## src/mnst_pkg.sv

```systemverilog
`timescale 1ns / 1ps
package mnst_pkg;

    localparam int NOTE_W  = 7;
    localparam int VEL_W   = 7;
    localparam int CHAN_W  = 4;
    localparam int MARKS_W = 128;
    localparam int HALF_W  = 64;
    localparam int CFG_IDX_W  = 2;
    localparam int CFG_DATA_W = 4;

    localparam logic [NOTE_W-1:0] DAMPER_CTRL     = 7'd64;
    localparam logic [VEL_W-1:0]  PEDAL_THRESHOLD = 7'd64;

    localparam logic [CFG_IDX_W-1:0] CFG_LISTEN_CHANNEL = 2'd0;
    localparam logic [CFG_IDX_W-1:0] CFG_PEDAL_ENABLE   = 2'd1;
    localparam logic [CFG_IDX_W-1:0] CFG_ENABLED        = 2'd2;

    typedef enum logic [1:0] {
        ACT_NOTE_OFF = 2'd0,
        ACT_NOTE_ON  = 2'd1,
        ACT_CONTROL  = 2'd2,
        ACT_CLEAR    = 2'd3
    } t_action;

    typedef struct packed {
        t_action            action;
        logic               hit;
        logic               pedal_en;
        logic [NOTE_W-1:0]  number;
        logic [VEL_W-1:0]   value;
    } t_evt;

endpackage

```

## src/midi_note_sustain_tracker_top.sv

```systemverilog
`timescale 1ns / 1ps
// An input transaction passes through the input register and then the result register.
// Throughput: one transaction per cycle unless i_stall holds the output; the note marks
// update as bit vectors and the velocity memory read is issued at input accept with write bypass.
// Reset: synchronous, active low; clears marks, pedal, velocity valid bits and
// configuration (listen channel 0, pedal enabled, block disabled).
module midi_note_sustain_tracker_top #(
    parameter int NUM_NOTES = 128
) (
    input  logic                            i_clk,
    input  logic                            i_rst_n,
    input  logic                            i_valid,
    output logic                            o_stall,
    input  logic [1:0]                      i_action,
    input  logic [mnst_pkg::CHAN_W-1:0]     i_event_channel,
    input  logic [mnst_pkg::NOTE_W-1:0]     i_number,
    input  logic [mnst_pkg::VEL_W-1:0]      i_value,
    output logic                            o_valid,
    input  logic                            i_stall,
    output logic [mnst_pkg::HALF_W-1:0]     o_sounding_low,
    output logic [mnst_pkg::HALF_W-1:0]     o_sounding_high,
    output logic                            o_pedal_down,
    output logic [mnst_pkg::VEL_W-1:0]      o_note_velocity,
    input  logic                            i_cfg_valid,
    output logic                            o_cfg_ready,
    input  logic [mnst_pkg::CFG_IDX_W-1:0]  i_cfg_index,
    input  logic [mnst_pkg::CFG_DATA_W-1:0] i_cfg_data
);
    import mnst_pkg::*;

    logic [CHAN_W-1:0]  r_listen;
    logic               r_pedal_en;
    logic               r_enabled;

    logic               r_in_valid;
    t_action            r_in_action;
    logic [CHAN_W-1:0]  r_in_chan;
    logic [NOTE_W-1:0]  r_in_number;
    logic [VEL_W-1:0]   r_in_value;

    logic               r_out_valid;
    logic [MARKS_W-1:0] r_sounding;
    logic               r_pedal;
    logic [VEL_W-1:0]   r_vel;

    logic               w_out_free;
    logic               w_adv;
    logic               w_accept;
    t_evt               w_evt;
    logic [NUM_NOTES-1:0] w_sounding;
    logic               w_pedal;
    logic [VEL_W-1:0]   w_vel;

    assign o_cfg_ready = 1'b1;

    always_ff @(posedge i_clk) begin
        if (!i_rst_n) begin
            r_listen   <= '0;
            r_pedal_en <= 1'b1;
            r_enabled  <= 1'b0;
        end else if (i_cfg_valid && o_cfg_ready) begin
            unique case (i_cfg_index)
                CFG_LISTEN_CHANNEL: r_listen   <= i_cfg_data[CHAN_W-1:0];
                CFG_PEDAL_ENABLE:   r_pedal_en <= i_cfg_data[0];
                CFG_ENABLED:        r_enabled  <= i_cfg_data[0];
                default:            r_listen   <= r_listen;
            endcase
        end
    end

    assign w_out_free = !r_out_valid || !i_stall;
    assign w_adv      = r_in_valid && w_out_free;
    assign o_stall    = r_in_valid && !w_out_free;
    assign w_accept   = i_valid && !o_stall;

    always_ff @(posedge i_clk) begin
        if (!i_rst_n) begin
            r_in_valid <= 1'b0;
        end else if (w_accept) begin
            r_in_valid <= 1'b1;
        end else if (w_adv) begin
            r_in_valid <= 1'b0;
        end
    end

    always_ff @(posedge i_clk) begin
        if (w_accept) begin
            r_in_action <= t_action'(i_action);
            r_in_chan   <= i_event_channel;
            r_in_number <= i_number;
            r_in_value  <= i_value;
        end
    end

    always_comb begin
        w_evt.action   = r_in_action;
        w_evt.hit      = r_enabled && (r_in_chan == r_listen);
        w_evt.pedal_en = r_pedal_en;
        w_evt.number   = r_in_number;
        w_evt.value    = r_in_value;
    end

    mnst_note_state #(
        .NUM_NOTES (NUM_NOTES)
    ) u_note_state (
        .i_clk      (i_clk),
        .i_rst_n    (i_rst_n),
        .i_adv      (w_adv),
        .i_evt      (w_evt),
        .o_sounding (w_sounding),
        .o_pedal    (w_pedal)
    );

    mnst_vel_store #(
        .NUM_NOTES (NUM_NOTES)
    ) u_vel_store (
        .i_clk       (i_clk),
        .i_rst_n     (i_rst_n),
        .i_rd_en     (w_accept),
        .i_rd_number (i_number),
        .i_adv       (w_adv),
        .i_evt       (w_evt),
        .o_velocity  (w_vel)
    );

    always_ff @(posedge i_clk) begin
        if (!i_rst_n) begin
            r_out_valid <= 1'b0;
        end else if (w_adv) begin
            r_out_valid <= 1'b1;
        end else if (!i_stall) begin
            r_out_valid <= 1'b0;
        end
    end

    always_ff @(posedge i_clk) begin
        if (w_adv) begin
            r_sounding <= MARKS_W'(w_sounding);
            r_pedal    <= w_pedal;
            r_vel      <= w_vel;
        end
    end

    assign o_valid         = r_out_valid;
    assign o_sounding_low  = r_sounding[HALF_W-1:0];
    assign o_sounding_high = r_sounding[MARKS_W-1:HALF_W];
    assign o_pedal_down    = r_pedal;
    assign o_note_velocity = r_vel;

    a_adv_gives_result: assert property (@(posedge i_clk) disable iff (!i_rst_n)
        w_adv |=> o_valid)
        else $error("result lost after stage advance");

    a_held_item_stays: assert property (@(posedge i_clk) disable iff (!i_rst_n)
        (r_in_valid && !w_adv) |=> r_in_valid)
        else $error("stalled input transaction dropped");

    a_clear_empties: assert property (@(posedge i_clk) disable iff (!i_rst_n)
        (w_adv && r_in_action == ACT_CLEAR) |=>
            (o_sounding_low == '0 && o_sounding_high == '0))
        else $error("clear left sounding notes");

endmodule

```

## src/mnst_vel_store.sv

```systemverilog
`timescale 1ns / 1ps
module mnst_vel_store #(
    parameter int NUM_NOTES = 128
) (
    input  logic                        i_clk,
    input  logic                        i_rst_n,
    input  logic                        i_rd_en,
    input  logic [mnst_pkg::NOTE_W-1:0] i_rd_number,
    input  logic                        i_adv,
    input  mnst_pkg::t_evt              i_evt,
    output logic [mnst_pkg::VEL_W-1:0]  o_velocity
);
    import mnst_pkg::*;

    localparam int AW = (NUM_NOTES > 1) ? $clog2(NUM_NOTES) : 1;

    logic [VEL_W-1:0]     r_mem [NUM_NOTES];
    logic [NUM_NOTES-1:0] r_valid;
    logic [VEL_W-1:0]     r_rdata;
    logic                 w_note_ok;
    logic                 w_we;
    logic [AW-1:0]        w_waddr;
    logic [AW-1:0]        w_raddr;

    assign w_note_ok = ({1'b0, i_evt.number} < (NOTE_W+1)'(NUM_NOTES));
    assign w_we      = i_adv && i_evt.hit && (i_evt.action == ACT_NOTE_ON) && w_note_ok;
    assign w_waddr   = i_evt.number[AW-1:0];
    assign w_raddr   = i_rd_number[AW-1:0];

    always_ff @(posedge i_clk) begin
        if (w_we) begin
            r_mem[w_waddr] <= i_evt.value;
        end
    end

    always_ff @(posedge i_clk) begin
        if (i_rd_en) begin
            if (w_we && (w_waddr == w_raddr)) begin
                r_rdata <= i_evt.value;
            end else begin
                r_rdata <= r_mem[w_raddr];
            end
        end
    end

    always_ff @(posedge i_clk) begin
        if (!i_rst_n) begin
            r_valid <= '0;
        end else if (w_we) begin
            r_valid[w_waddr] <= 1'b1;
        end
    end

    always_comb begin
        if (!w_note_ok) begin
            o_velocity = '0;
        end else if (w_we) begin
            o_velocity = i_evt.value;
        end else if (r_valid[w_waddr]) begin
            o_velocity = r_rdata;
        end else begin
            o_velocity = '0;
        end
    end

endmodule

```

## src/mnst_note_state.sv

```systemverilog
`timescale 1ns / 1ps
module mnst_note_state #(
    parameter int NUM_NOTES = 128
) (
    input  logic                 i_clk,
    input  logic                 i_rst_n,
    input  logic                 i_adv,
    input  mnst_pkg::t_evt       i_evt,
    output logic [NUM_NOTES-1:0] o_sounding,
    output logic                 o_pedal
);
    import mnst_pkg::*;

    logic [NUM_NOTES-1:0] r_pressed;
    logic [NUM_NOTES-1:0] r_sounding;
    logic                 r_pedal;
    logic [NUM_NOTES-1:0] n_pressed;
    logic [NUM_NOTES-1:0] n_sounding;
    logic                 n_pedal;
    logic [NUM_NOTES-1:0] w_mask;

    always_comb begin
        for (int k = 0; k < NUM_NOTES; k++) begin
            w_mask[k] = (i_evt.number == NOTE_W'(k));
        end
    end

    always_comb begin
        n_pressed  = r_pressed;
        n_sounding = r_sounding;
        n_pedal    = r_pedal;
        if (i_evt.action == ACT_CLEAR) begin
            n_pressed  = '0;
            n_sounding = '0;
        end else if (i_evt.hit) begin
            unique case (i_evt.action)
                ACT_NOTE_ON: begin
                    n_pressed  = r_pressed | w_mask;
                    n_sounding = r_sounding | w_mask;
                end
                ACT_NOTE_OFF: begin
                    n_pressed = r_pressed & ~w_mask;
                    if (!r_pedal) begin
                        n_sounding = r_sounding & ~w_mask;
                    end
                end
                ACT_CONTROL: begin
                    if (i_evt.number == DAMPER_CTRL && i_evt.pedal_en) begin
                        n_pedal = (i_evt.value >= PEDAL_THRESHOLD);
                        if (!n_pedal) begin
                            n_sounding = r_sounding & r_pressed;
                        end
                    end
                end
                default: begin
                    n_pressed = r_pressed;
                end
            endcase
        end
    end

    always_ff @(posedge i_clk) begin
        if (!i_rst_n) begin
            r_pressed  <= '0;
            r_sounding <= '0;
            r_pedal    <= 1'b0;
        end else if (i_adv) begin
            r_pressed  <= n_pressed;
            r_sounding <= n_sounding;
            r_pedal    <= n_pedal;
        end
    end

    assign o_sounding = n_sounding;
    assign o_pedal    = n_pedal;

endmodule
```

## config.mk

```make
export PLATFORM = sky130hd
export DESIGN_NAME = midi_note_sustain_tracker_top
export DESIGN_NICKNAME = d
export VERILOG_FILES = /design/src/mnst_pkg.sv /design/src/midi_note_sustain_tracker_top.sv /design/src/mnst_vel_store.sv /design/src/mnst_note_state.sv
export SDC_FILE = /design/constraint.sdc
export NUM_CORES = 2
export LEC_CHECK = 0
export BUFFER_PORTS_ARGS = -buffer_cell sky130_fd_sc_hd__buf_4
export CORE_MARGIN = 8
export CORE_UTILIZATION = 59
export DETAILED_ROUTE_END_ITERATION = 8
export PLACE_DENSITY = 0.76
export SLEW_MARGIN = 25
export SYNTH_ARGS = -nofsm -noshare
export SYNTH_HDL_FRONTEND = slang
export SYNTH_HIERARCHICAL = 1
export SYNTH_SLANG_ARGS = --single-unit
```

## constraint.sdc

```tcl
create_clock -name i_clk -period 18.3 [get_ports i_clk]
set_input_delay 0.915 -clock i_clk [delete_from_list [all_inputs] [get_ports i_clk]]
set_output_delay 0.915 -clock i_clk [all_outputs]
set_load 0.005 [all_outputs]
```

==> key figures <==
Outcome
  • Status: finished with violations
  • Failing checks: DRC

Power and ir drop
  • Worst vdd ir: 0.119 mV
  • Power per Cell Area: 102 nW/um^2
  • Clock share of power: 43.4%
  • P_sw: around 1.5 mW
  • Leakage power: 21.2 nW
  • P_int: 5.38 mW
  • Switching share of power: 22.0%
  • Reg power frac: 51.5%
  • Comb power frac: 5.1%

Synthesis
  • YS warnings: 6
  • Sequential area share after synthesis: ~66%
  • Post-Syn Nets: 4,146
  • Synth area leaders: edfxtp_1 (53%), dfxtp_1 (13%), mux4_2 (7.3%), o221ai_1 (4.2%), a22oi_1 (3.4%)
  • Synthesized instance count: 4,115
  • Top-area cell type share of the netlist area: 52.9%
  • Post-synthesis async set-or-reset flop share: 0%
  • Mean Syn Cell Area: 14.6 um^2
  • Synth Flop Type: edfxtp_1
  • Post-synth top area cell: edfxtp_1
  • Seq cells post-synth: 1,452
  • Netlist cell types: 74
  • EDFF count, synth: ~1,100
  • Post-Syn Area: ~60,000 um^2

Timing
  • Endpoints failing hold: 0
  • Slew Limit Fails: 0
  • Relative slew slack: 16.0%
  • Setup ws final: 13.92 ns
  • Clk_skew: roughly 0.033 ns
  • Final TNS setup: 0 ns
  • RSZ-0062 raised after global routing: false
  • Fin crit period: 4.38 ns
  • Fmax: 228 MHz
  • Final Setup Violations: 0
  • Worst Tran Pin Value: 1.25 ns
  • Period Utilization, post-route: 23.9%

Clock tree
  • H-tree Lvls: 4
  • Post-CTS setup buffers: 0
  • Clk_lat worst skew: 0.77 ns
  • CTS Hold Buffers Added: 0
  • Clk root buf: clkbuf_16
  • Post-cts resize count: 0
  • CTS tree: yes
  • CTS Buffer Depth: 3
  • Num CTS Buffers: 145
  • Clock Sinks: 1,452
  • Worst-path clk slew: 0.06 ns

Place
  • Pre-CTS setup slack: 13.30 ns
  • PortBufs: 168
  • Detailed placer's ending HPWL: between 100,000 and 150,000 um
  • RD Place Congestion: 0.952

Setup path
  • Critical Path Slowest Stage Cell: edfxtp_1
  • Critical path peak fanout: 21
  • R2R Setup Slk: 13.92 ns
  • Arr. time, crit path: 4.76 ns
  • Largest stage delay, worst path: 0.93 ns
  • CP endpoint kind: register
  • CP bufs+invs: 4
  • Startpoint types: register
  • Cell family with most CP delay: buffers and inverters
  • Worst path most repeated cell: buf_4
  • Kind of critical path: register to register
  • Req. time, crit path: 18.68 ns
  • Crit-path cells: buf_4, buf_4, and2_1, buf_4, nand3_1, buf_4, nor2_1

Global route
  • Global route overflow: 0
  • Largest net degree at the start of global routing: 131
  • First-pass GRT wire length: roughly 260,000 um
  • Number of antenna violations at the first check in global routing: 3
  • Total GRT Usage: 31.2%
  • Number of global-route vias before repair: 39,384

Drt
  • DR pass1 iterations: 9
  • Final ANT Viol Nets: 0
  • Routed len/inst: 31.9 um
  • DRT Wirelength: about 180,000 um
  • Drt initial violations: 6,738
  • Vias: 41,307
  • Via density per instance: ~7.3
  • DRC viols: 1

Floorplanning
  • Core Area: approximately 100,000 um^2
  • Die Y: 335 um
  • # IOs: 170
  • Row cnt: 117
  • Initial Util: 59.3%
  • Die Wd: 335 um
  • Die area: 112,000 um^2

Finish
  • Nets: 4,192
  • Layout cells sized above 1: 18.2%
  • Commonest non-fill, non-tap cell in the layout: edfxtp_1
  • Area Overhead vs Synth: 12.0%
  • Most frequent cells in the layout: edfxtp_1 (1,059), dfxtp_1 (393), o221ai_1 (288), o21ai_0 (277), a22oi_1 (269)

Flow run
  • Number of max-cap violations: 0

Hold path
  • Min-Delay Path Class: primary input to register
## worst reg2reg max path: stages (launching register included)
cell,delay (ns)
edfxtp_1,0.93
buf_4,0.41
buf_4,0.47
and2_1,0.24
buf_4,0.24
nand3_1,0.51
buf_4,0.43
nor2_1,0.76
## kinds of logic (layout without fill, tap and decap cells)
kind of cell           after synthesis  in the layout  share of synthesized area (%)
multiplexers                       365            365                           10.2
XOR/XNOR                            11             11                          0.160
other                                1              5                        0.00623
flip-flops                        1452           1452                           65.9
AO/OA/AOI/OAI                     1402           1402                           16.5
AND/OR/NAND/NOR                    496            496                           4.18
buffers and inverters              388            557                           2.97
## per-stage QoR
| step | cells | hold slack [ns] | power, mW | util [%] | area [um^2] |
|---|---|---|---|---|---|
| after floorplan | 4115 | 0.429 | 3.83 | - | 60200 |
| after global placement | 5379 | 0.441 | 3.96 | 61.6 | 62500 |
| after detailed placement | 5382 | 0.446 | 3.96 | 61.7 | 62500 |
| after CTS | 5652 | 0.288 | 6.91 | 66.4 | 67400 |
| after global routing | 5652 | 0.297 | 7.05 | 66.4 | 67400 |
| final | 5656 | 0.327 | 6.89 | 66.4 | 67400 |
## layout make-up
cell class                      count  area [um^2]
Antenna cell                        4         10.0
Inverter                           14         52.6
Tap cell                         1368         1710
Multi-Input combinational cell   2275        19000
Clock inverter                     57          591
Timing Repair Buffer              273         2120
Clock buffer                      213         4220
Sequential cell                  1452        39700
Fill cell                        6827        34100
## final timing paths
check,from,endpoint,depth (start not counted)
setup reg to reg,r_in_number[0],u_vel_store/r_mem[15][6],7
hold reg to reg,u_note_state/r_pressed[76],u_note_state/r_pressed[76],2
setup / recovery,r_in_number[0],u_vel_store/r_mem[15][6],7
hold / removal,i_value[0],r_in_value[0],1
## synthesized netlist by cell type, types with 8 or more instances
cell type / instances
edfxtp_1: 1059
dfxtp_1: 393
o221ai_1: 288
o21ai_0: 278
a22oi_1: 269
clkbuf_1: 221
nor2_1: 203
mux4_2: 195
a21oi_1: 163
mux2i_1: 138
o21a_1: 136
a311oi_1: 125
nand2_1: 102
buf_2: 100
nor2b_1: 33
o211ai_1: 32
mux2_2: 31
nor3_1: 31
buf_4: 25
nand3_1: 23
o21ai_1: 20
a221oi_1: 18
nor3b_1: 17
nor4_1: 15
o31ai_1: 15
buf_1: 14
inv_1: 13
o22ai_1: 13
buf_6: 12
a32oi_1: 10
xor2_1: 9
nor3_2: 8
## power by group through the flow
stage	clock [mW]	combinational [mW]	sequential (mW)
final	2.99	0.353	3.55
after global routing	3.14	0.363	3.55
after CTS	3.02	0.345	3.55
after detailed placement	0	0.344	3.62
after global placement	0	0.339	3.62
after floorplan	0	0.191	3.64
## layer usage
metal / vias up / track usage (%) / share of wire, %
met3: 726 / 8.47 / 12
met4: 4 / 19.7 / 7.3
met5: - / 0 / 0.011
met1: 20418 / 39.5 / 35
li1: 17028 / - / -
met2: 3131 / 47.6 / 46
## sequential cells by signal (all words and copies together), names as in the netlist, 2 cells and up
name                     cells
o_note_velocity              7
r_in_action                  2
r_in_chan                    4
r_in_number                  7
r_in_value                   7
r_listen                     4
r_sounding                 128
u_note_state/r_pressed     128
u_note_state/r_sounding    128
u_vel_store/r_mem          896
u_vel_store/r_rdata          7
u_vel_store/r_valid        128
(Power assumes the default switching activity.)
